**src/sv/pyuvds_fifo.sv**
```systemverilog
// small output queue of write beats
module pyuvds_fifo #(
    parameter int WIDTH = 29,
    parameter int DEPTH = 4
) (
    input  logic                       clk,
    input  logic                       rst_n,
    input  logic                       push,
    input  logic [WIDTH-1:0]           push_data,
    output logic                       out_valid,
    input  logic                       out_ready,
    output logic [WIDTH-1:0]           out_data,
    output logic [$clog2(DEPTH+1)-1:0] count
);

    localparam int PTR_W = $clog2(DEPTH);
    localparam int CNT_W = $clog2(DEPTH+1);

    logic [WIDTH-1:0] slot_reg [DEPTH];
    logic [PTR_W-1:0] wr_ptr_reg, wr_ptr_next;
    logic [PTR_W-1:0] rd_ptr_reg, rd_ptr_next;
    logic [CNT_W-1:0] count_reg,  count_next;
    logic             pop;

    assign out_valid = (count_reg != '0);
    assign out_data  = slot_reg[rd_ptr_reg];
    assign count     = count_reg;
    assign pop       = out_valid & out_ready;

    always_comb
    begin
        wr_ptr_next = wr_ptr_reg;
        rd_ptr_next = rd_ptr_reg;
        count_next  = count_reg;
        if (push)
        begin
            wr_ptr_next = (wr_ptr_reg == PTR_W'(DEPTH-1)) ? '0 : wr_ptr_reg + 1'b1;
        end
        if (pop)
        begin
            rd_ptr_next = (rd_ptr_reg == PTR_W'(DEPTH-1)) ? '0 : rd_ptr_reg + 1'b1;
        end
        if (push && !pop)
        begin
            count_next = count_reg + 1'b1;
        end
        else if (pop && !push)
        begin
            count_next = count_reg - 1'b1;
        end
    end

    always_ff @(posedge clk or negedge rst_n)
    begin
        if (!rst_n)
        begin
            wr_ptr_reg <= '0;
            rd_ptr_reg <= '0;
            count_reg  <= '0;
        end
        else
        begin
            wr_ptr_reg <= wr_ptr_next;
            rd_ptr_reg <= rd_ptr_next;
            count_reg  <= count_next;
        end
    end

    always_ff @(posedge clk)
    begin
        if (push)
        begin
            slot_reg[wr_ptr_reg] <= push_data;
        end
    end

endmodule

```
**config.mk**
```make
export PLATFORM = sky130hd
export DESIGN_NAME = pyuvds_fifo
export DESIGN_NICKNAME = d
export VERILOG_FILES = /design/src/sv/pyuvds_fifo.sv
export SDC_FILE = /design/constraint.sdc
export NUM_CORES = 1
export LEC_CHECK = 0
export BUFFER_PORTS_ARGS = -buffer_cell sky130_fd_sc_hd__buf_2
export CORE_UTILIZATION = 25
export CTS_BUF_LIST = sky130_fd_sc_hd__clkbuf_8
export DETAILED_ROUTE_END_ITERATION = 8
export PLACE_DENSITY = 0.48
export SLEW_MARGIN = 20
export SYNTH_ARGS = -nofsm -noshare
export SYNTH_HDL_FRONTEND = slang
export SYNTH_SLANG_ARGS = --single-unit
```
**constraint.sdc**
```tcl
create_clock -name clk -period 2.13 [get_ports clk]
set_input_delay 0.213 -clock clk [delete_from_list [all_inputs] [get_ports clk]]
set_output_delay 0.213 -clock clk [all_outputs]
set_load 0.02 [all_outputs]
```
==> out/metrics.cfg <==
[synth]
netlist_area_mm2 = 0.00461
synth_top_family_by_area = multiplexers
synth_area_per_cell_um2 = 24.7
synth-seq-area-share_pct = 79.3
synthCells = 187
yosys-mux-area-fraction_pct = 15.1
synth_fp_nets = 227
synth-simple-area-share_pct = 1.44
synth_seq_cells = 123
synthDistinctLibCells = 20
synth-xor-area-share_pct = 0.570
synth_compound_area_share_pct = 0.217
synthAdderAreaFrac_pct = 2.06
yosys_warnings = 0

[placement]
place.gp.congestion = 0.628
dp.cells = 488
dp_hpwl_um = 5440
io_buffers = 65
dp_slack_ps = 105

[critical_path]
cp_cell_sequence = or3_4, nand2_4, ha_1, inv_1, fa_1, xor2_1, nor2_1, xor2_1
crit_fanout = 4
crit_family = simple AND/OR/NAND/NOR gates
cp_slowest_stage_delay_ps = 430
crit_type = register to register
required_ps = 2480
critPathArrivalTime_ps = 2390
cp_num_cells = 8
r2r-start = count[1]
rr_endpoint = count[2]
critPathSlowestCell = dfrtp_1
path_buf_inv = 1
start_kind = register
r2r_setup_slack_ps = 90
reg2reg_depth = 8
endpoint_kind = register
crit_top_cell = xor2_1

[pwr]
power_leakage_nw = 2.09
total_power_mw = 7.58
power.density_mw_per_mm2 = 1280
peakVddDrop_mv = 0.632

[timing]
rsz0062_at_grt = no
period_needed_ps = 2040
fin_setup_tns_ps = 0
worst_slew_pin_slew_ps = 306
fin_skew_ps = 7.93
slew_violations = 0
fmax_ghz = 0.491
layout_setup_ws_ps = 94.3
hold_viol_final = 0
slew_headroom_pct = 79.6
finalSetupViolCount = 0
period_share_pct = 95.6

[floorplanning]
num_rows = 49
die_y_um = 138
die_w_um = 138
pin_count = 66
dieArea_mm2 = 0.0190
start_util_pct = 25.6
core_mm2 = 0.0180

[final_layout]
final_common_cell = edfxtp_1
layout-drive-gt1-share_pct = 44.1
syn2layout_area_growth_pct = 28.4
n_antenna_cell = 0
finalNonFillerCells = 549
largest_reg_flops = 116
final_cell_mix = 116 x edfxtp_1, 65 x buf_2, 30 x dlygate4sd3_1
fill_cells = 1772
fin_nets = 348

[drt]
finalWirelength_um = 8780
drcViolationCount = 0
antenna_left = 0
wl_per_cell_um = 16.0
via_per_inst = 4.06
vias = 2230
drt_iter0_drc = 95
first_pass_iters = 4

[grt]
antenna_found_initial = 0
grtUsageTotal_pct = 10.2
grt_pass1_vias = 2340
grt_pass1_wl_um = 13200
grt.overflow.total = 0
grt_max_degree = 18

[clock_tree]
clkSinkCount = 123
cts_buffers = 17
cts_buffer_depth = 2
cts_tree = done
cts.reportedPaths.clkPinSlew_ps = 60
htree_levels = 4
cts_root_buf = clkbuf_8
post_cts_buffers = 0
clk_latency_ps = 430

[status]
outcome = complete, no violations

[worst_hold_path]
whs_endpoint = wr_ptr_reg[1]
min_from = push
hold_class = primary input to register
worstHoldPathCells = 2

[flow_run]
maxCapViolations = 0

-- how the worst max path moves through the flow --
stage | startpoint | to | slack [ps]
detailed placement | count[1] | count[2] | 110
floorplan | count[0] | count[2] | 10
CTS | rd_ptr_reg[0] | out_data[17] | 20
finish | count[1] | count[2] | 90
global route | count[1] | count[2] | 1
global placement | count[1] | count[2] | 120
-- cell families after synthesis --
group           Yosys count
flops                   123
mux                      32
simple gates             11
buf+inv                   9
fa+ha+maj                 7
xor+xnor                  3
compound gates            2
-- metrics by stage --
stage	instance area, um2	hold slack, ps	utilization [%]
after floorplan	4610	-82.6	-
after global placement	5300	58.7	29.4
after detailed placement	5300	61.8	29.4
after CTS	5920	62.3	32.9
after global routing	5920	88.6	32.9
final	5920	93.1	32.9
-- cell type report --
class	instances	area, um2	area share, %
Multi-Input combinational cell	55	897	15.1
Tap cell	229	287	4.84
Timing Repair Buffer	108	743	12.5
Clock buffer	17	234	3.95
Sequential cell	123	3660	61.8
Clock inverter	14	91.3	1.54
Inverter	3	11.3	0.190
-- report_power, final --
| part | total (mW) | switching [mW] | internal (mW) |
|---|---|---|---|
| combinational | 2.64 | 1.48 | 1.16 |
| clock | 1.70 | 0.827 | 0.873 |
| sequential | 3.24 | 0.122 | 3.12 |
-- cells in the mapped netlist, drive strengths merged --
cell type  number  area share [%]
fa              1            0.43
o21ai           2            0.22
inv             3            0.24
nand2           3            0.41
or3             1            0.24
xor2            2            0.38
nor2            3            0.24
xnor2           1            0.19
mux4           29              14
buf             5            0.95
edfxtp        116              76
mux2            3            0.90
clkbuf          1           0.081
dfrtp           7             3.8
ha              6             1.6
and2            4            0.54
-- worst reg2reg max path, stage by stage (launching register included) --
cell     delay (ps)
dfrtp_1         430
or3_4           400
nand2_4         100
ha_1            180
inv_1            60
fa_1            370
xor2_1          170
nor2_1          110
xor2_1          150
-- per-layer routing --
metal  global-route usage, %  wire length, um  vias to the layer above
li1                        -                -                     1027
met1                    12.3             3870                     1135
met2                    15.7             4270                       56
met3                    4.49              504                       12
met4                    4.71              136                        0
met5                       0                0                        -
-- repair_timing --
action / CTS / global route
gates resized for setup: 1 / 2
cloned: 0 / 0
endpoints found under the hold margin: 123 / 0
hold buffers: 30 / 0
setup endpoints to repair: 14 / 4
No activity file was read; power rests on OpenSTA's default activity.
