`config.mk`:
```
export PLATFORM = sky130hd
export DESIGN_NAME = pyuvds_addr
export DESIGN_NICKNAME = d
export VERILOG_FILES = /design/src/sv/pyuvds_pkg.sv /design/src/sv/pyuvds_addr.sv
export SDC_FILE = /design/constraint.sdc
export NUM_CORES = 1
export LEC_CHECK = 0
export BUFFER_PORTS_ARGS = -buffer_cell sky130_fd_sc_hd__buf_2
export CAP_MARGIN = 20
export CORE_UTILIZATION = 40
export CTS_BUF_LIST = sky130_fd_sc_hd__clkbuf_8
export CTS_CLUSTER_DIAMETER = 50
export CTS_CLUSTER_SIZE = 30
export DETAILED_ROUTE_END_ITERATION = 7
export MAX_ROUTING_LAYER = met4
export PLACE_DENSITY_LB_ADDON = 0.2
export SLEW_MARGIN = 20
export SYNTH_ARGS = -nofsm -noshare
export SYNTH_HDL_FRONTEND = slang
export SYNTH_SLANG_ARGS = --single-unit
```
`constraint.sdc`:
```
create_clock -name clk -period 7.4 [get_ports clk]
set_input_delay 0 -clock clk [delete_from_list [all_inputs] [get_ports clk]]
set_output_delay 0 -clock clk [all_outputs]
set_load 0.01 [all_outputs]
```
`src/sv/pyuvds_pkg.sv`:
```
// shared types and constants for the packed 4:2:0 to planar downscaler
package pyuvds_pkg;

    // configuration port
    localparam int CFG_W     = 12;
    localparam int CFG_IDX_W = 2;

    localparam logic [CFG_IDX_W-1:0] REG_FRAME_WIDTH  = 2'd0;
    localparam logic [CFG_IDX_W-1:0] REG_FRAME_HEIGHT = 2'd1;
    localparam logic [CFG_IDX_W-1:0] REG_SCALE_MODE   = 2'd2;

    localparam logic [CFG_W-1:0] FRAME_WIDTH_RST  = 12'd640;
    localparam logic [CFG_W-1:0] FRAME_HEIGHT_RST = 12'd480;
    localparam logic             SCALE_MODE_RST   = 1'b0;

    // scale modes
    localparam logic MODE_DIV2 = 1'b0;
    localparam logic MODE_DIV4 = 1'b1;

    // payload widths
    localparam int PIXEL_W = 8;
    localparam int SUM_W   = 9;
    localparam int ADDR_W  = 21;

    typedef enum logic [1:0] {
        PLANE_Y,
        PLANE_U,
        PLANE_V
    } plane_t;

    // control that travels with one byte down the output pipeline
    typedef struct packed {
        logic   emit;
        logic   avg;
        logic   chroma_src;
        plane_t plane;
    } item_ctrl_t;

endpackage

```
`src/sv/pyuvds_addr.sv`:
```
// two-stage back end: box average, row base multiply and plane address
module pyuvds_addr #(
    parameter int MAX_WIDTH  = 2048,
    parameter int MAX_HEIGHT = 2048
) (
    input  logic                               clk,
    input  logic                               rst_n,
    input  logic [$clog2(MAX_WIDTH+1)-1:0]     frame_w,
    input  logic [$clog2(MAX_HEIGHT+1)-1:0]    frame_h,
    input  logic                               scale_mode,
    input  pyuvds_pkg::item_ctrl_t             item_ctrl,
    input  logic [pyuvds_pkg::SUM_W-1:0]       item_sample,
    input  logic [$clog2(MAX_HEIGHT)-1:0]      item_row,
    input  logic [$clog2(MAX_WIDTH+1)-1:0]     item_span,
    input  logic [$clog2(MAX_WIDTH/2)-1:0]     item_offset,
    input  logic [pyuvds_pkg::SUM_W-1:0]       luma_rdata,
    input  logic [pyuvds_pkg::SUM_W-1:0]       chroma_rdata,
    output logic [1:0]                         pending,
    output logic                               push,
    output logic [pyuvds_pkg::ADDR_W-1:0]      push_address,
    output logic [pyuvds_pkg::PIXEL_W-1:0]     push_value
);

    import pyuvds_pkg::*;

    localparam int W_DIM_W = $clog2(MAX_WIDTH+1);
    localparam int H_DIM_W = $clog2(MAX_HEIGHT+1);
    localparam int ROW_W   = $clog2(MAX_HEIGHT);
    localparam int P_W     = $clog2(MAX_WIDTH/2);
    localparam int PROD_W  = ROW_W + W_DIM_W;
    localparam int YS_W    = W_DIM_W + H_DIM_W;

    // luma plane size and chroma plane bases
    logic [W_DIM_W-1:0] ys_w;
    logic [H_DIM_W-1:0] ys_h;
    logic [YS_W-1:0]    ys_reg;
    logic [YS_W:0]      vbase_reg;

    item_ctrl_t         s1_ctrl_reg;
    logic [SUM_W-1:0]   s1_sample_reg;
    logic [ROW_W-1:0]   s1_row_reg;
    logic [W_DIM_W-1:0] s1_span_reg;
    logic [P_W-1:0]     s1_offset_reg;

    item_ctrl_t         s2_ctrl_reg;
    logic [PIXEL_W-1:0] s2_value_reg;
    logic [PROD_W-1:0]  s2_product_reg;
    logic [P_W-1:0]     s2_offset_reg;

    logic [SUM_W-1:0]   line_sum;
    logic [SUM_W:0]     box_sum;
    logic [PIXEL_W-1:0] s1_value;
    logic [PROD_W-1:0]  s1_product;
    logic [ADDR_W-1:0]  plane_base;

    always_comb
    begin
        if (scale_mode == MODE_DIV4)
        begin
            ys_w = frame_w >> 2;
            ys_h = frame_h >> 2;
        end
        else
        begin
            ys_w = frame_w >> 1;
            ys_h = frame_h >> 1;
        end
    end

    always_ff @(posedge clk)
    begin
        ys_reg    <= ys_w * ys_h;
        vbase_reg <= {1'b0, ys_reg} + (YS_W+1)'(ys_reg >> 2);
    end

    // stage one: line sum arrives from ram
    always_comb
    begin
        line_sum   = s1_ctrl_reg.chroma_src ? chroma_rdata : luma_rdata;
        box_sum    = {1'b0, line_sum} + {1'b0, s1_sample_reg};
        s1_value   = s1_ctrl_reg.avg ? box_sum[SUM_W:2] : s1_sample_reg[PIXEL_W-1:0];
        s1_product = s1_row_reg * s1_span_reg;
    end

    // stage two: add plane base and sample offset
    always_comb
    begin
        case (s2_ctrl_reg.plane)
            PLANE_U: plane_base = ADDR_W'(ys_reg);
            PLANE_V: plane_base = ADDR_W'(vbase_reg);
            default: plane_base = '0;
        endcase
        push_address = ADDR_W'(s2_product_reg) + ADDR_W'(s2_offset_reg) + plane_base;
    end

    assign push       = s2_ctrl_reg.emit;
    assign push_value = s2_value_reg;
    assign pending    = {1'b0, s1_ctrl_reg.emit} + {1'b0, s2_ctrl_reg.emit};

    always_ff @(posedge clk or negedge rst_n)
    begin
        if (!rst_n)
        begin
            s1_ctrl_reg <= '0;
            s2_ctrl_reg <= '0;
        end
        else
        begin
            s1_ctrl_reg <= item_ctrl;
            s2_ctrl_reg <= s1_ctrl_reg;
        end
    end

    always_ff @(posedge clk)
    begin
        s1_sample_reg  <= item_sample;
        s1_row_reg     <= item_row;
        s1_span_reg    <= item_span;
        s1_offset_reg  <= item_offset;
        s2_value_reg   <= s1_value;
        s2_product_reg <= s1_product;
        s2_offset_reg  <= s1_offset_reg;
    end

endmodule

```
==> metrics.txt, run 1 <==
maximum VDD drop between 200 and 250 uV; critical path arrival 5.90 ns; Post-Synthesis Cells 1523; Worst Clk Skew 0.0165 ns; clock sink count 132; Slew HR 31.3%; syn_nets 1967; H-Tree Depth 4; static leakage 7.96 nW; most used cell along the critical path fa_1; via/cell ratio 5.01; Hold Startpoint frame_w[2]; CP max stage delay roughly 0.65 ns; Pins Over Slew Limit 0; fin crit period 5.55 ns; max cap viols 0; vias in the first global route roughly 11k; Endpoint, Worst Hold ys_reg[0]; most common cell after layout, fill and taps aside inv_1; DRC 0; Hold Crit Class input pin to flop; Hold Path Cell Cnt 4; CP Capture Type flop; critical path, cell by cell nand2_1, fa_1, fa_1, inv_1, fa_1, fa_1, inv_1, fa_1, inv_1, ha_1, nand4_1, nor4b_1, nor3_1, o21ai_0, nand2_1, a31oi_1, xnor2_1; layout cell share with drive strength beyond 1 11.8%; I/O pin count 124; clk slew on worst S/H paths 0.09 ns; Slowest-stage cell, CP dfxtp_1; setup TNS 0 ns; synthesized area between 0.01 and 0.015 sq mm; R2R Setup Slk 1.85 ns; Synth Flop Type dfxtp_1; post-DP HPWL 25.7 mm; Final ANT Viol Nets 0; first-pass GRT wire length 54.0 mm; Inserted Clock Buffers 17; most frequent cells in the layout inv_1 (238), fa_1 (180), ha_1 (172); Avg WL per Cell 14.6 microns; Layout area overhead 13.7%; Starting DRT DRC Count 482; antenna cell count 0; clk_lat worst skew 0.47 ns; largest net degree at the start of global routing 36; unrepaired setup endpoints after global routing no; sequential share of the synthesized area 19.0%; R2R depth 17; Crit Path Max Fanout 12; Clock Power Share roughly a tenth; Core ar. 0.0346 sq mm; Seq pwr share 16.6%; #FFs+latches synth 132; initial core utilization 40.8%; endpoints failing setup 0; Tcrit/Tclk final 74.9%; Req. time, crit path 7.75 ns; FF-to-FF Start s1_row_reg[2]; GP Congestion 0.860; type of origin of the critical path flop; DR pass1 iterations 5; Post-CTS Setup Bufs 0; die area 0.0361 sq mm; Worst-Margin Slew 1.00 ns; Internal Dissipation 3.44 mW; global route overflow 0; yosys warns 0; clock buffer depth 2; critical path class flop to flop; Post-synth EDFFs 0; Via Count 10.7k; design area about 0.016 sq mm; Hold Violations, Final 0; gr usage total 19.4%; Die X 190 microns; I/O Buffers ~120; Max Freq 180 MHz; switching share of power approximately half; CTS root buf clkbuf_8; PD cells 415 mW/mm^2; endpoint of the worst-slack reg-to-reg timing path s2_product_reg[20]; CTS tree yes; DRT Wirelength between 30 and 40 mm; syn avg cell area 9.27 sq um; Final nets ~2.1k; Post-DP Area about 0.015 sq mm; row count 68; distinct cell type count after synthesis 62; max reg flops 22; Synth async-reset ratio 6.06%; die height 190 microns; P_sw 3.22 mW; initial antenna violation count 0; status finished, final reports clean; Logic pwr share 74.1%
-- cell type report --
type,instances,area (sq um)
clock buffers,17,234
clock inverters,15,154
fillers,3387,18600
inverters,236,886
multi-input cells,1113,10400
flip-flops and latches,132,2680
well taps,455,569
repair buffers,176,1140
-- cells in the mapped netlist, drive strengths merged (2+ instances only) --
cell type  count  area share (%)
or2            6            0.27
nor2b         13            0.58
a41o           3            0.21
or4b           2            0.14
nor2         117             3.1
o21ai         36             1.3
nand4          6            0.27
o21bai         4            0.21
fa           180              26
a21oi         59             2.1
dfrtp          8             1.4
a22oi         21             1.1
nand2b        16            0.71
o31a           2            0.12
o311ai         5            0.31
nor3          17            0.60
or4            3            0.16
clkbuf        41             1.1
nand2        132             3.5
mux2i         19             1.3
o31ai          5            0.27
a31oi          6            0.27
nand3         11            0.39
xnor2         56             3.5
a21o          16            0.85
xor2          14            0.87
a31o           5            0.31
a211o          3            0.19
dfxtp        124              18
mux2          30             2.4
o211ai         3            0.16
o21a          14            0.74
and3           6            0.27
o211a          2            0.14
a311o          2            0.14
a21boi         5            0.27
inv          236             6.3
and2          86             3.8
a2111oi        6            0.37
ha           172              15
a2111o         2            0.16
o311a          3            0.21
a211oi        11            0.58
-- logic make-up after synthesis --
group | after synthesis | share of synthesized area (%)
simple gates | 422 | 14.2
fa+ha+maj | 352 | 40.8
buf+inv | 278 | 7.44
compound gates | 220 | 10.5
flops | 132 | 19.0
xor+xnor | 70 | 4.34
mux | 49 | 3.79
-- power groups by stage --
| stage | clock network (mW) | logic [mW] | registers (mW) |
|---|---|---|---|
| 3_3_place_gp | 0 | 4.89 | 1.12 |
| 2_1_floorplan | 0 | 3.80 | 1.06 |
| 3_5_place_dp | 0 | 4.91 | 1.12 |
| 4_1_cts | 0.648 | 4.98 | 1.11 |
| 5_1_grt | 0.680 | 5.67 | 1.13 |
| 6_report | 0.620 | 4.94 | 1.10 |
-- stage by stage --
step           util (%)  setup WS, ns  cells  power [mW]  hold WS, ns
2_1_floorplan         -          1.41   1523        4.87       -0.296
3_3_place_gp       43.8          1.49   2062        6.01      -0.0949
3_5_place_dp       43.8          1.50   2062        6.03      -0.0899
4_1_cts            46.4          1.82   2144        6.74       0.0358
5_1_grt            46.4          1.49   2144        7.48        0.102
6_report           46.4          1.85   2144        6.66       0.0821
-- worst max path at each step --
stage | startpoint | endpoint | slack, ns
final | s1_row_reg[2] | s2_product_reg[20] | 1.85
after global placement | scale_mode | ys_reg[16] | 1.49
after global routing | s1_row_reg[2] | s2_product_reg[20] | 1.49
after detailed placement | scale_mode | ys_reg[16] | 1.50
after floorplan | scale_mode | ys_reg[16] | 1.41
after CTS | s1_row_reg[2] | s2_product_reg[20] | 1.82
-- layer usage --
layer | part of all wire [%] | wire length, microns | vias to the layer above | track usage (%)
li1 | - | - | 5272 | -
met1 | 47 | 14800 | 5232 | 24.8
met2 | 48 | 14900 | 194 | 31.8
met3 | 3.4 | 1050 | 37 | 2.69
met4 | 1.6 | 514 | 0 | 5.37
met5 | 0 | 0 | - | -
-- worst max-delay path: cells and delay by family (launching register included) --
family,cells,cell delay [ns]
adder cells (fa/ha/maj),6,2.87
AO/OA/AOI/OAI,2,0.56
XOR/XNOR,1,0.11
flip-flops,1,0.65
AND/OR/NAND/NOR,5,1.05
buffers and inverters,3,0.14
-- what timing repair did --
item / in CTS / in global routing
resized for setup: 0 / 0
hold buffers: 50 / 0
endpoints found under the hold margin: 56 / 0
Power figures use the tool's default switching activity.
==> run 2, diff against run 1 <==
==> constraint.sdc (replaced) <==
create_clock -name clk -period 5 [get_ports clk]
set_input_delay 0 -clock clk [delete_from_list [all_inputs] [get_ports clk]]
set_output_delay 0 -clock clk [all_outputs]
set_load 0.01 [all_outputs]
==> run 2 against run 1 <==
Compared with the run above:
- wire length grew 9.4%
- sequential power increased by 47%
- via count increased by 5.1%
- global-route usage is 1.3 points higher
==> metrics.txt, run 2 (same netlist as run 1, synthesis figures left out) <==
status finished, final reports clean; Max Freq 204 MHz; max reg flops 22; Tcrit/Tclk final 98.1%; DRC 0; vias in the first global route 11.7k; most used cell along the critical path fa_1; Slew HR 60.3%; Inserted Clock Buffers 17; CP Buf/Inv Count 4; GP Congestion 0.847; Power, Total ~11 mW; row count 68; Setup WS pre-CTS -0.311 ns; Via Count 11.3k; clock sink count 132; H-Tree Depth 4; top layer used by detailed routing met4; Core ar. approximately 0.035 sq mm; Pins Over Slew Limit 0; crit-path leading delay family adder cells; Avg WL per Cell 15.0 microns; max cap viols 0; Hold Crit Class input pin to flop; Worst-Margin Slew 0.579 ns; Die X 190 microns; DR pass1 iterations 5; critical path class flop to flop; Hold Startpoint frame_w[1]; M1 wire length 16.2 mm; fin crit period ~5 ns; initial antenna violation count 2; largest net degree at the start of global routing 19; Final ANT Viol Nets 0; endpoint of the worst-slack reg-to-reg timing path s2_product_reg[18]; I/O pin count 124; endpoints failing setup 0; Slowest-stage cell, CP fa_1; Worst Clk Skew 0.0176 ns; most frequent cells in the layout inv_1 (236), fa_1 (178), ha_1 (168); type of origin of the critical path flop; Endpoint, Worst Hold ys_reg[0]; most common cell after layout, fill and taps aside inv_1; I/O Buffers 121; clk slew on worst S/H paths about 0.08 ns; FF-to-FF Start s1_row_reg[5]; setup ws final 0.0939 ns; first-pass GRT wire length 57.4 mm; global route overflow 0; R2R depth 18; Starting DRT DRC Count 450; critical path arrival 5.31 ns; met2 wire length 16.6 mm; R2R Setup Slk 0.09 ns; static leakage between 8 and 9 nW; unrepaired setup endpoints after global routing yes; Hold Path Cell Cnt 4; Layout area overhead 22.5%; maximum VDD drop 371 uV; CTS root buf clkbuf_8; antenna cell count 0; Crit Path Max Fanout 5; die area around 0.036 sq mm; clk_lat worst skew 0.47 ns; die height 190 microns; CP max stage delay 0.54 ns; clock buffer depth 2; PD cells 637 mW/mm^2; DRT Wirelength 34.2 mm; critical path, cell by cell and2_4, fa_1, inv_1, fa_1, inv_1, fa_1, fa_1, inv_1, fa_1, inv_2, ha_4, nand4_1, nor4b_4, o31ai_2, a21oi_2, a2111oi_2, o21bai_1, xor2_1; gr usage total 20.7%; layout cell share with drive strength beyond 1 between 20% and 30%; initial core utilization 40.8%; CP Capture Type flop; Req. time, crit path 5.41 ns; Final nets approximately 2.3k; Hold Violations, Final 0; via/cell ratio 4.95; post-DP HPWL 28.6 mm; CTS tree yes; metal3 WL 873 microns
==> run 2: worst max-delay path by stage <==
stage              startpoint  cells after the start                 end  slack, ns
2_1_floorplan      scale_mode                     19          ys_reg[21]      0.004
3_3_place_gp       scale_mode                     23          ys_reg[21]      -0.25
3_5_place_dp       scale_mode                     23          ys_reg[21]      -0.31
5_1_grt         s1_row_reg[5]                     18  s2_product_reg[18]      -0.13
6_report        s1_row_reg[5]                     18  s2_product_reg[18]       0.09
4_1_cts        s1_span_reg[3]                     18  s2_product_reg[17]     -0.002
==> run 2: timing repair <==
| item | CTS | global route |
|---|---|---|
| resized for setup | 5 | 57 |
| setup buffers | 0 | 3 |
| endpoints found under the setup margin | 3 | 13 |
| pin swaps | 0 | 23 |
| hold buffers | 49 | 0 |
| hold endpoints to repair | 55 | 0 |
| cloned | 0 | 0 |
==> run 2: cell type report <==
cell class                      instances  area, sq um
Tap cell                              455          569
Timing Repair Buffer                  313         2220
Clock buffer                           18          248
Multi-Input combinational cell       1113        10600
Fill cell                            3297        17300
Inverter                              236          886
Clock inverter                         14         91.3
Sequential cell                       132         2720
==> run 2: where the power goes <==
part / internal [mW] / switching (mW) / total [mW]
clock network: 0.353 / 0.469 / 0.822
registers: 1.44 / 0.184 / 1.62
logic: 4.05 / 4.52 / 8.57
==> run 2: per-layer routing <==
metal,GRT usage (%),vias to the layer above
met3,2.23,31
met5,-,-
met4,5.15,0
met2,34.7,162
li1,-,5547
met1,26.6,5544
==> run 2: stage by stage <==
stage | TNS (ns) | util (%) | instance area (sq um) | hold slack, ns | std cells
final | 0 | 49.9 | 17300 | 0.0947 | 2281
after global routing | -0.282 | 49.9 | 17300 | 0.102 | 2281
after CTS | -0.00197 | 49.4 | 17100 | 0.0929 | 2279
after detailed placement | -1.28 | 47.0 | 16300 | -0.0914 | 2198
after global placement | -0.969 | 47.0 | 16300 | -0.0909 | 2198
after floorplan | 0 | - | 14200 | -0.296 | 1523
==> run 2: worst register-to-register path: cells and delay by family, from the launching register on <==
kind | cells | cell delay (ns)
AOI/OAI and AO/OA | 4 | 0.55
DFF | 1 | 0.36
adders and majority gates | 6 | 2.84
buffers and inverters | 4 | 0.22
and+or+nand+nor | 3 | 0.74
xor gates and xnor gates | 1 | 0.14
