--- src/sv/pyuvds_pkg.sv ---
// shared types and constants for the packed 4:2:0 to planar downscaler
package pyuvds_pkg;

    // configuration port
    localparam int CFG_W     = 12;
    localparam int CFG_IDX_W = 2;

    localparam logic [CFG_IDX_W-1:0] REG_FRAME_WIDTH  = 2'd0;
    localparam logic [CFG_IDX_W-1:0] REG_FRAME_HEIGHT = 2'd1;
    localparam logic [CFG_IDX_W-1:0] REG_SCALE_MODE   = 2'd2;

    localparam logic [CFG_W-1:0] FRAME_WIDTH_RST  = 12'd640;
    localparam logic [CFG_W-1:0] FRAME_HEIGHT_RST = 12'd480;
    localparam logic             SCALE_MODE_RST   = 1'b0;

    // scale modes
    localparam logic MODE_DIV2 = 1'b0;
    localparam logic MODE_DIV4 = 1'b1;

    // payload widths
    localparam int PIXEL_W = 8;
    localparam int SUM_W   = 9;
    localparam int ADDR_W  = 21;

    typedef enum logic [1:0] {
        PLANE_Y,
        PLANE_U,
        PLANE_V
    } plane_t;

    // control that travels with one byte down the output pipeline
    typedef struct packed {
        logic   emit;
        logic   avg;
        logic   chroma_src;
        plane_t plane;
    } item_ctrl_t;

endpackage

--- src/sv/pyuvds_pos.sv ---
// frame position counters, pair holds and per-byte decode with line-sum ram access
module pyuvds_pos #(
    parameter int MAX_WIDTH  = 2048,
    parameter int MAX_HEIGHT = 2048
) (
    input  logic                                clk,
    input  logic                                rst_n,
    input  logic                                accept,
    input  logic [pyuvds_pkg::PIXEL_W-1:0]      pixel_byte,
    input  logic [$clog2(MAX_WIDTH+1)-1:0]      frame_w,
    input  logic [$clog2(MAX_HEIGHT+1)-1:0]     frame_h,
    input  logic [$clog2(MAX_WIDTH*3/2+1)-1:0]  stride,
    input  logic                                scale_mode,
    output pyuvds_pkg::item_ctrl_t              item_ctrl,
    output logic [pyuvds_pkg::SUM_W-1:0]        item_sample,
    output logic [$clog2(MAX_HEIGHT)-1:0]       item_row,
    output logic [$clog2(MAX_WIDTH+1)-1:0]      item_span,
    output logic [$clog2(MAX_WIDTH/2)-1:0]      item_offset,
    output logic                                luma_we,
    output logic [$clog2(MAX_WIDTH/4)-1:0]      luma_addr,
    output logic                                chroma_we,
    output logic [$clog2(MAX_WIDTH/8):0]        chroma_addr,
    output logic [pyuvds_pkg::SUM_W-1:0]        pair_sum
);

    import pyuvds_pkg::*;

    localparam int COL_W   = $clog2(MAX_WIDTH*3/2+1);
    localparam int ROW_W   = $clog2(MAX_HEIGHT);
    localparam int P_W     = $clog2(MAX_WIDTH/2);
    localparam int LA_W    = $clog2(MAX_WIDTH/4);
    localparam int CI_W    = $clog2(MAX_WIDTH/8);

    // byte position inside a pixel pair
    localparam logic [1:0] PH_CHROMA = 2'd0;
    localparam logic [1:0] PH_LUMA0  = 2'd1;
    localparam logic [1:0] PH_LUMA1  = 2'd2;

    logic [COL_W-1:0]   col_reg,   col_next;
    logic [P_W-1:0]     pair_reg,  pair_next;
    logic [1:0]         phase_reg, phase_next;
    logic [ROW_W-1:0]   row_reg,   row_next;
    logic [PIXEL_W-1:0] luma_hold_reg,   luma_hold_next;
    logic [PIXEL_W-1:0] chroma_hold_reg, chroma_hold_next;

    logic [COL_W-1:0] col0;
    logic [COL_W-1:0] col1;
    logic [P_W-1:0]   pair0;
    logic [1:0]       ph0;
    logic [ROW_W:0]   row_inc;
    logic [ROW_W:0]   row_adv;
    logic [ROW_W-1:0] r0;
    logic [SUM_W-1:0] luma_sum;
    logic [SUM_W-1:0] chroma_sum;
    logic             is_luma;
    logic             is_chroma;
    logic             emit;
    logic             luma_wr;
    logic             chroma_wr;

    // position of this byte, with wrap when the frame size shrank
    always_comb
    begin
        col0    = col_reg;
        pair0   = pair_reg;
        ph0     = phase_reg;
        row_inc = {1'b0, row_reg};
        if (col_reg >= stride)
        begin
            col0    = '0;
            pair0   = '0;
            ph0     = PH_CHROMA;
            row_inc = {1'b0, row_reg} + 1'b1;
        end
        r0 = (row_inc >= (ROW_W+1)'(frame_h)) ? '0 : row_inc[ROW_W-1:0];
    end

    // position of the next byte
    always_comb
    begin
        col1       = col0 + 1'b1;
        row_adv    = {1'b0, r0} + 1'b1;
        col_next   = col1;
        pair_next  = pair0;
        phase_next = ph0 + 1'b1;
        row_next   = r0;
        if (col1 >= stride)
        begin
            col_next   = '0;
            pair_next  = '0;
            phase_next = PH_CHROMA;
            row_next   = (row_adv >= (ROW_W+1)'(frame_h)) ? '0 : row_adv[ROW_W-1:0];
        end
        else if (ph0 == PH_LUMA1)
        begin
            pair_next  = pair0 + 1'b1;
            phase_next = PH_CHROMA;
        end
    end

    // decode what this byte does
    always_comb
    begin
        luma_sum         = {1'b0, luma_hold_reg} + {1'b0, pixel_byte};
        chroma_sum       = {1'b0, chroma_hold_reg} + {1'b0, pixel_byte};
        is_luma          = (ph0 == PH_LUMA0) && !r0[0];
        is_chroma        = (ph0 == PH_CHROMA) && !pair0[0];
        emit             = 1'b0;
        luma_wr          = 1'b0;
        chroma_wr        = 1'b0;
        luma_hold_next   = luma_hold_reg;
        chroma_hold_next = chroma_hold_reg;
        item_ctrl        = '0;
        item_sample      = SUM_W'(pixel_byte);
        item_row         = '0;
        item_span        = '0;
        item_offset      = '0;
        pair_sum         = luma_sum;

        if (scale_mode == MODE_DIV2)
        begin
            if (is_luma)
            begin
                emit            = 1'b1;
                item_ctrl.plane = PLANE_Y;
                item_row        = r0 >> 1;
                item_span       = frame_w >> 1;
                item_offset     = pair0;
            end
            else if (is_chroma && !r0[1])
            begin
                emit            = 1'b1;
                item_ctrl.plane = r0[0] ? PLANE_V : PLANE_U;
                item_row        = r0 >> 2;
                item_span       = frame_w >> 2;
                item_offset     = pair0 >> 1;
            end
        end
        else
        begin
            if (is_luma)
            begin
                if (!pair0[0])
                begin
                    luma_hold_next = pixel_byte;
                end
                else if (!r0[1])
                begin
                    // top row of the box: store the pair sum
                    luma_wr = 1'b1;
                end
                else
                begin
                    emit            = 1'b1;
                    item_ctrl.avg   = 1'b1;
                    item_ctrl.plane = PLANE_Y;
                    item_sample     = luma_sum;
                    item_row        = r0 >> 2;
                    item_span       = frame_w >> 2;
                    item_offset     = pair0 >> 1;
                end
            end
            else if (is_chroma && !r0[1])
            begin
                pair_sum = chroma_sum;
                if (!pair0[1])
                begin
                    chroma_hold_next = pixel_byte;
                end
                else if (!r0[2])
                begin
                    chroma_wr = 1'b1;
                end
                else
                begin
                    emit                 = 1'b1;
                    item_ctrl.avg        = 1'b1;
                    item_ctrl.chroma_src = 1'b1;
                    item_ctrl.plane      = r0[0] ? PLANE_V : PLANE_U;
                    item_sample          = chroma_sum;
                    item_row             = r0 >> 3;
                    item_span            = frame_w >> 3;
                    item_offset          = pair0 >> 2;
                end
            end
        end
        item_ctrl.emit = emit & accept;
    end

    // write and read of a line sum share the same index
    assign luma_we     = luma_wr & accept;
    assign chroma_we   = chroma_wr & accept;
    assign luma_addr   = LA_W'(pair0 >> 1);
    assign chroma_addr = {r0[0], CI_W'(pair0 >> 2)};

    always_ff @(posedge clk or negedge rst_n)
    begin
        if (!rst_n)
        begin
            col_reg         <= '0;
            pair_reg        <= '0;
            phase_reg       <= PH_CHROMA;
            row_reg         <= '0;
            luma_hold_reg   <= '0;
            chroma_hold_reg <= '0;
        end
        else if (accept)
        begin
            col_reg         <= col_next;
            pair_reg        <= pair_next;
            phase_reg       <= phase_next;
            row_reg         <= row_next;
            luma_hold_reg   <= luma_hold_next;
            chroma_hold_reg <= chroma_hold_next;
        end
    end

endmodule

--- config.mk ---
export PLATFORM = sky130hd
export DESIGN_NAME = pyuvds_pos
export DESIGN_NICKNAME = d
export VERILOG_FILES = /design/src/sv/pyuvds_pkg.sv /design/src/sv/pyuvds_pos.sv
export SDC_FILE = /design/constraint.sdc
export NUM_CORES = 1
export LEC_CHECK = 0
export ABC_AREA = 1
export BUFFER_PORTS_ARGS = -buffer_cell sky130_fd_sc_hd__buf_2
export CELL_PAD_IN_SITES_DETAIL_PLACEMENT = 2
export CELL_PAD_IN_SITES_GLOBAL_PLACEMENT = 2
export CORE_ASPECT_RATIO = 1.2
export CORE_UTILIZATION = 31
export DETAILED_ROUTE_END_ITERATION = 8
export HOLD_SLACK_MARGIN = 0.08
export PLACE_DENSITY = 0.86
export SETUP_SLACK_MARGIN = 0.5
export SLEW_MARGIN = 20
export SYNTH_ARGS = -nofsm -noshare
export SYNTH_HDL_FRONTEND = slang
export SYNTH_SLANG_ARGS = --single-unit
--- constraint.sdc ---
create_clock -name clk -period 6.2 [get_ports clk]
set_input_delay 0.31 -clock clk [delete_from_list [all_inputs] [get_ports clk]]
set_output_delay 0.31 -clock clk [all_outputs]
set_load 0.01 [all_outputs]
==> flow_summary.ini, run 1 <==
[global_routing]
grt_max_degree = 52
antenna_found_initial = 0
gr-total-overflow = 0
first_global_vias = 7974
grt_usage_pct = 23.7
wire_length_of_the_first_global_routing_pass_um = 40700

[detailed_routing]
detail_route.vias_per_cell = 5.37
first_pass_iters = 4
first_iter_violations = 243
wl_per_cell_um = 19.4
drt_wl_total_um = 26400
drt_drc_violations_left = 0
vias = 7327
detail-route-antenna-nets = 0

[logic_synthesis]
synth.distinct_cells = 50
synth.cell_area_um2 = 6580
post-synth-top-count-cell = sky130_fd_sc_hd__nand2_1
ys_top_cells_by_count = sky130_fd_sc_hd__nand2_1 (224), sky130_fd_sc_hd__inv_1 (146), sky130_fd_sc_hd__ha_1 (68)
syn_area_per_cell_um2 = 6.76
synth-edff-count = 0
synthCells = 973
postSynthRegisterBits = 51
synth_top_area_cell = sky130_fd_sc_hd__dfrtp_1
post-synth-top-area-fraction_pct = 19.4
synthesis.yosys.warnings = 0
synth.top_cells.by_area = sky130_fd_sc_hd__dfrtp_1 (19%), sky130_fd_sc_hd__ha_1 (13%), sky130_fd_sc_hd__nand2_1 (13%)
synth-main-ff-cell = sky130_fd_sc_hd__dfrtp_1
ys_seq_area_share_pct = 19.4
synth-async-reset-ratio_pct = 100

[placement]
post_dp_cell_area_um2 = 7400
globalplace.congestion = 0.846
port_buffers = 120
hpwl_after_detailed_placement_um = 20300

[power]
power.sequential.fraction_pct = 17.5
p_comb_share_pct = 72.8
switchingPower_mw = 1.82
report.power.total_mw = 3.23
clock_network_fraction_of_total_power_pct = 9.7
cellPowerDensity_nw_per_um2 = 415
peakVddDrop_uv = 205
total_leakage_power_nw = 4.07
total_internal_power_mw = 1.41
power.switching_fraction_pct = 56.3

[hold_path]
hold_path_class = input pin to asynchronous set/reset pin

[setup_path]
critPathCaptureType = register
critPathMostFrequentCell = sky130_fd_sc_hd__nand2_1
startpoint_type = register
critPathRequiredTime_ns = 6.43
critical_path.max_stage_delay_ns = 0.45
path_max_fanout = 8
worstPathArrival_ns = 5.64
cp_slowest_cell = sky130_fd_sc_hd__dfrtp_2
critical_path_class = register to register

[die]
die-area_um2 = 21800
initial_utilization_pct = 31.5
ioPinCount = 124
floorplan.die.width_um = 135
die-height_um = 162
placement_rows = 58
core-area_um2 = 20900

[sta]
fin_skew_ns = 0.0110
unrepaired_setup_endpoints_after_global_routing = true
final_hold_viol_count = 0
final_min_period_over_clock_period_pct = 87.3
worst_slew_pin_slew_ns = 0.767
post-route-min-period_ns = 5.41
max_freq_mhz = 185
fin_tns_setup_ns = 0
setup_viol_count_final = 0
max_slew_margin_pct = 48.9
timing_max_transition_violations_final = 0

[clock_network]
cts_tree = yes
clk-insertion-delay-late_ns = 0.32
numClockSinks = 51
cts_max_path_buffers = 2
clk_pin_slew_worst_paths_ns = 0.08
ctsHoldBuffers = 0
root_buffer = sky130_fd_sc_hd__clkbuf_16
cts-htree-levels = 2
cts_inserted_buffers = 5

[cells_and_area]
finalInstanceArea_um2 = 7770
final_layout_size_suffix_gt1_share_pct = 22.5
fin_nets = 1211
layout_overhead_on_the_synthesized_area_pct = 18.2
antenna-diode-count = 0
largest_register_ffs = 12

[run]
cap_violations = 0

[run_status]
outcome = complete, no violations
[per-layer routing]
layer / up-vias / GRT usage (%) / share of wire, %
met2: 129 / 44.1 / 53
li1: 3483 / - / -
met5: - / 0 / 0
met3: 46 / 2.76 / 2.8
met1: 3669 / 27.3 / 41
met4: 0 / 9.24 / 2.9
[cells by family after synthesis]
logic type / after synthesis / synth area share, %
XOR/XNOR: 30 / 4.11
flip-flops: 51 / 19.4
AND/OR/NAND/NOR: 431 / 31.6
other: 1 / 0.0570
AO/OA/AOI/OAI: 193 / 18.3
multiplexers: 1 / 0.152
adder cells (fa/ha/maj): 70 / 13.5
buffers and inverters: 196 / 12.8
[worst max-delay path, delay by kind of cell, from the launching register on]
| family | cells | cell delay [ns] |
|---|---|---|
| DFF | 1 | 0.45 |
| and+or+nand+nor | 19 | 2.24 |
| AOI/OAI and AO/OA | 5 | 0.98 |
| adders and majority gates | 4 | 1.06 |
| buffers and inverters | 5 | 0.57 |
[repair_timing]
| action | 4_1_cts | 5_1_grt |
|---|---|---|
| gates cloned | 0 | 1 |
| pin swaps | 1 | 7 |
| setup endpoints to repair | 12 | 36 |
| buffers inserted | 1 | 12 |
| gates resized for setup | 7 | 18 |
[layout make-up]
class | instances | area [um2]
clock buffer | 5 | 125
sequential | 51 | 1280
multi-input combinational | 728 | 4560
tap | 270 | 338
fill | 2597 | 13100
inverter | 156 | 586
clock inverter | 3 | 28.8
timing repair buffer | 151 | 857
[stage by stage]
stage / utilization (%) / hold WS (ns) / setup slack [ns] / instances
3_3_place_gp: 35.4 / 0.467 / 0.511 / 1342
5_1_grt: 37.2 / 0.190 / 0.425 / 1364
6_report: 37.2 / 0.125 / 0.788 / 1364
3_5_place_dp: 35.4 / 0.478 / 0.245 / 1342
4_1_cts: 36.3 / 0.169 / 0.551 / 1351
2_1_floorplan: - / 0.0144 / 0.694 / 974
[path summary, 6_finish.rpt]
kind                            depth (start not counted)          startpoint                  to  slack, ns
worst max-delay path                                   33          col_reg[7]          row_reg[2]       0.79
worst min register to register                          2  chroma_hold_reg[6]  chroma_hold_reg[6]       0.51
worst min-delay path                                    2               rst_n  chroma_hold_reg[1]       0.12
worst max register to register                         33          col_reg[7]          row_reg[2]       0.79
max in group asynchronous                               2               rst_n          col_reg[7]       5.50
min in group clk                                        3       pixel_byte[0]    luma_hold_reg[0]       0.31
[power groups by stage]
| stage | clock network [mW] | logic (mW) | registers [mW] |
|---|---|---|---|
| after floorplan | 0 | 1.55 | 0.527 |
| after global placement | 0 | 2.13 | 0.552 |
| after detailed placement | 0 | 2.26 | 0.563 |
| after CTS | 0.322 | 2.29 | 0.557 |
| after global routing | 0.330 | 2.59 | 0.578 |
| final | 0.313 | 2.35 | 0.565 |
[placed cells by master, fill, tap and decap left out, types with 9 or more instances in the layout]
| cell | synthesis | layout |
|---|---|---|
| sky130_fd_sc_hd__buf_4 | 11 | 27 |
| sky130_fd_sc_hd__nor2_1 | 66 | 63 |
| sky130_fd_sc_hd__nor3_1 | 16 | 16 |
| sky130_fd_sc_hd__nand2_2 | 8 | 9 |
| sky130_fd_sc_hd__inv_2 | 9 | 11 |
| sky130_fd_sc_hd__o22ai_1 | 40 | 40 |
| sky130_fd_sc_hd__o21ai_1 | 11 | 10 |
| sky130_fd_sc_hd__ha_1 | 68 | 66 |
| sky130_fd_sc_hd__nor2_2 | 11 | 14 |
| sky130_fd_sc_hd__o221ai_1 | 24 | 24 |
| sky130_fd_sc_hd__nand4_1 | 10 | 10 |
| sky130_fd_sc_hd__nand2_4 | 10 | 11 |
| sky130_fd_sc_hd__dfrtp_1 | 51 | 50 |
| sky130_fd_sc_hd__buf_2 | 12 | 120 |
| sky130_fd_sc_hd__o21ai_0 | 47 | 47 |
| sky130_fd_sc_hd__nor2_4 | 10 | 10 |
| sky130_fd_sc_hd__a21oi_1 | 38 | 37 |
| sky130_fd_sc_hd__xor2_1 | 25 | 25 |
| sky130_fd_sc_hd__nand3_1 | 54 | 53 |
| sky130_fd_sc_hd__inv_1 | 146 | 144 |
| sky130_fd_sc_hd__nand2_1 | 224 | 222 |
Power figures use the tool's default switching activity.
==> run 2, diff against run 1 <==
Settings changed: CELL_PAD_IN_SITES_DETAIL_PLACEMENT 2 to unset, CELL_PAD_IN_SITES_GLOBAL_PLACEMENT 2 to unset, CORE_UTILIZATION 31 to 58, PLACE_DENSITY 0.86 to 0.87.
==> flow_summary.ini, run 2 (synthesis results as in run 1) <==
[cells_and_area]
layout_common_cells = sky130_fd_sc_hd__nand2_1 (223), sky130_fd_sc_hd__inv_1 (145), sky130_fd_sc_hd__buf_2 (120)
antenna-diode-count = 0
multiInputGateArea_um2 = 4500
final_cells = 1211
filler_cell_count = 982
finish.utilization_pct = 67.1
finalInstanceArea_um2 = 7410
layout.cells.most_common = sky130_fd_sc_hd__nand2_1
final_layout_size_suffix_gt1_share_pct = 20.7
fin_nets = 1196
layout_overhead_on_the_synthesized_area_pct = 12.7
largest_register_ffs = 12
sequential_cell_area_um2 = 1280

[sta]
max_slew_margin_pct = 33.4
final_hold_viol_count = 0
setup_ws_ns = 0.974
worst_slew_pin_slew_ns = 0.997
fin_tns_setup_ns = 0
fin_skew_ns = 0.00618
final_min_period_over_clock_period_pct = 84.3
timing_max_transition_violations_final = 0
max_freq_mhz = 191
post-route-min-period_ns = 5.23
setup_viol_count_final = 0
unrepaired_setup_endpoints_after_global_routing = false
final.hold.worst_slack_ns = 0.132

[die]
die-area_um2 = 11800
floorplan.die.width_um = 99.2
ioPinCount = 124
initial_utilization_pct = 59.6
core-area_um2 = 11000
die-height_um = 119
placement_rows = 42

[clock_network]
numClockSinks = 51
cts_tree = yes
clk_pin_slew_worst_paths_ns = 0.07
cts_max_path_buffers = 2
root_buffer = sky130_fd_sc_hd__clkbuf_16
cts-htree-levels = 2
cts_inserted_buffers = 5
clk-insertion-delay-late_ns = 0.30

[setup_path]
path_max_fanout = 12
critical_path.max_stage_delay_ns = 0.41
critical_path_class = register to register
critPathCaptureType = register
reg2reg_slack_ns = 0.97
critPathRequiredTime_ns = 6.41
cp_slowest_cell = sky130_fd_sc_hd__dfrtp_1
critPathMostFrequentCell = sky130_fd_sc_hd__nand2_1
worstPathArrival_ns = 5.43
startpoint_type = register

[placement]
port_buffers = 120
globalplace.congestion = 0.954
hpwl_after_detailed_placement_um = 13700
placedCellCount = 1199
dp_slack_ns = 0.587
post_dp_cell_area_um2 = 7190

[global_routing]
antenna_found_initial = 0
gr-total-overflow = 0
first_global_vias = 6468
grt_usage_pct = 30.6
grt_max_degree = 52
wire_length_of_the_first_global_routing_pass_um = 29500

[power]
peakVddDrop_uv = 297
total_leakage_power_nw = 3.98
cellPowerDensity_nw_per_um2 = 401
report.power.total_mw = 2.97

[detailed_routing]
detail_route.vias_per_cell = 5.81
drt_drc_violations_left = 0
drt_wl_total_um = 18100
vias = 7039
detail-route-antenna-nets = 0
wl_per_cell_um = 14.9
first_pass_iters = 5
first_iter_violations = 572

[run]
cap_violations = 0

[hold_path]
hold_path_class = input pin to asynchronous set/reset pin

[run_status]
outcome = complete, no violations
-- run 2: cell types whose count changed in the layout (fill, tap and decap cells not counted), sizes merged --
cell / delta
buf: -15
-- run 2: area by class of cell --
class / instances / share of cell area, %
multi-input combinational: 728 / 60.8
clock inverter: 3 / 0.253
sequential: 51 / 17.2
tap: 132 / 2.23
inverter: 156 / 7.91
timing repair buffer: 136 / 9.90
clock buffer: 5 / 1.69
-- run 2: final timing paths --
kind                                      endpoint  cells past startpoint               start
worst max-delay path                    row_reg[1]                     33         col_reg[11]
max in group asynchronous               row_reg[2]                      2               rst_n
min in group clk                chroma_hold_reg[0]                      3       pixel_byte[0]
worst max register to register          row_reg[1]                     33         col_reg[11]
worst min register to register  chroma_hold_reg[0]                      2  chroma_hold_reg[0]
worst min-delay path              luma_hold_reg[0]                      2               rst_n
-- run 2: power by group --
part / switching, mW / internal, mW / leakage [nW]
Combinational: 1.37 / 0.758 / 3.24
Sequential: 0.102 / 0.450 / 0.658
Clock: 0.135 / 0.150 / 0.0740
-- run 2: per-layer routing --
layer / routed length, um / up-vias / share of wire (%) / GRT usage, %
li1: - / 3460 / - / -
met1: 7130 / 3205 / 39 / 36.9
met4: 502 / 0 / 2.8 / 10.7
met5: 0 / - / 0 / 0
met2: 9140 / 322 / 51 / 54.5
met3: 1300 / 52 / 7.2 / 5.26
-- run 2: timing repair --
item / CTS / global route
gates resized for setup: 0 / 8
hold buffers: 0 / 0
setup buffers: 0 / 3
setup endpoints to repair: 0 / 12
-- run 2: critical path: cells and delay by family, from the launching register on --
family          cells  cell delay [ns]
simple gates       24             3.03
compound gates      3             0.42
fa+ha+maj           4             1.02
buf+inv             2             0.25
flops               1             0.41
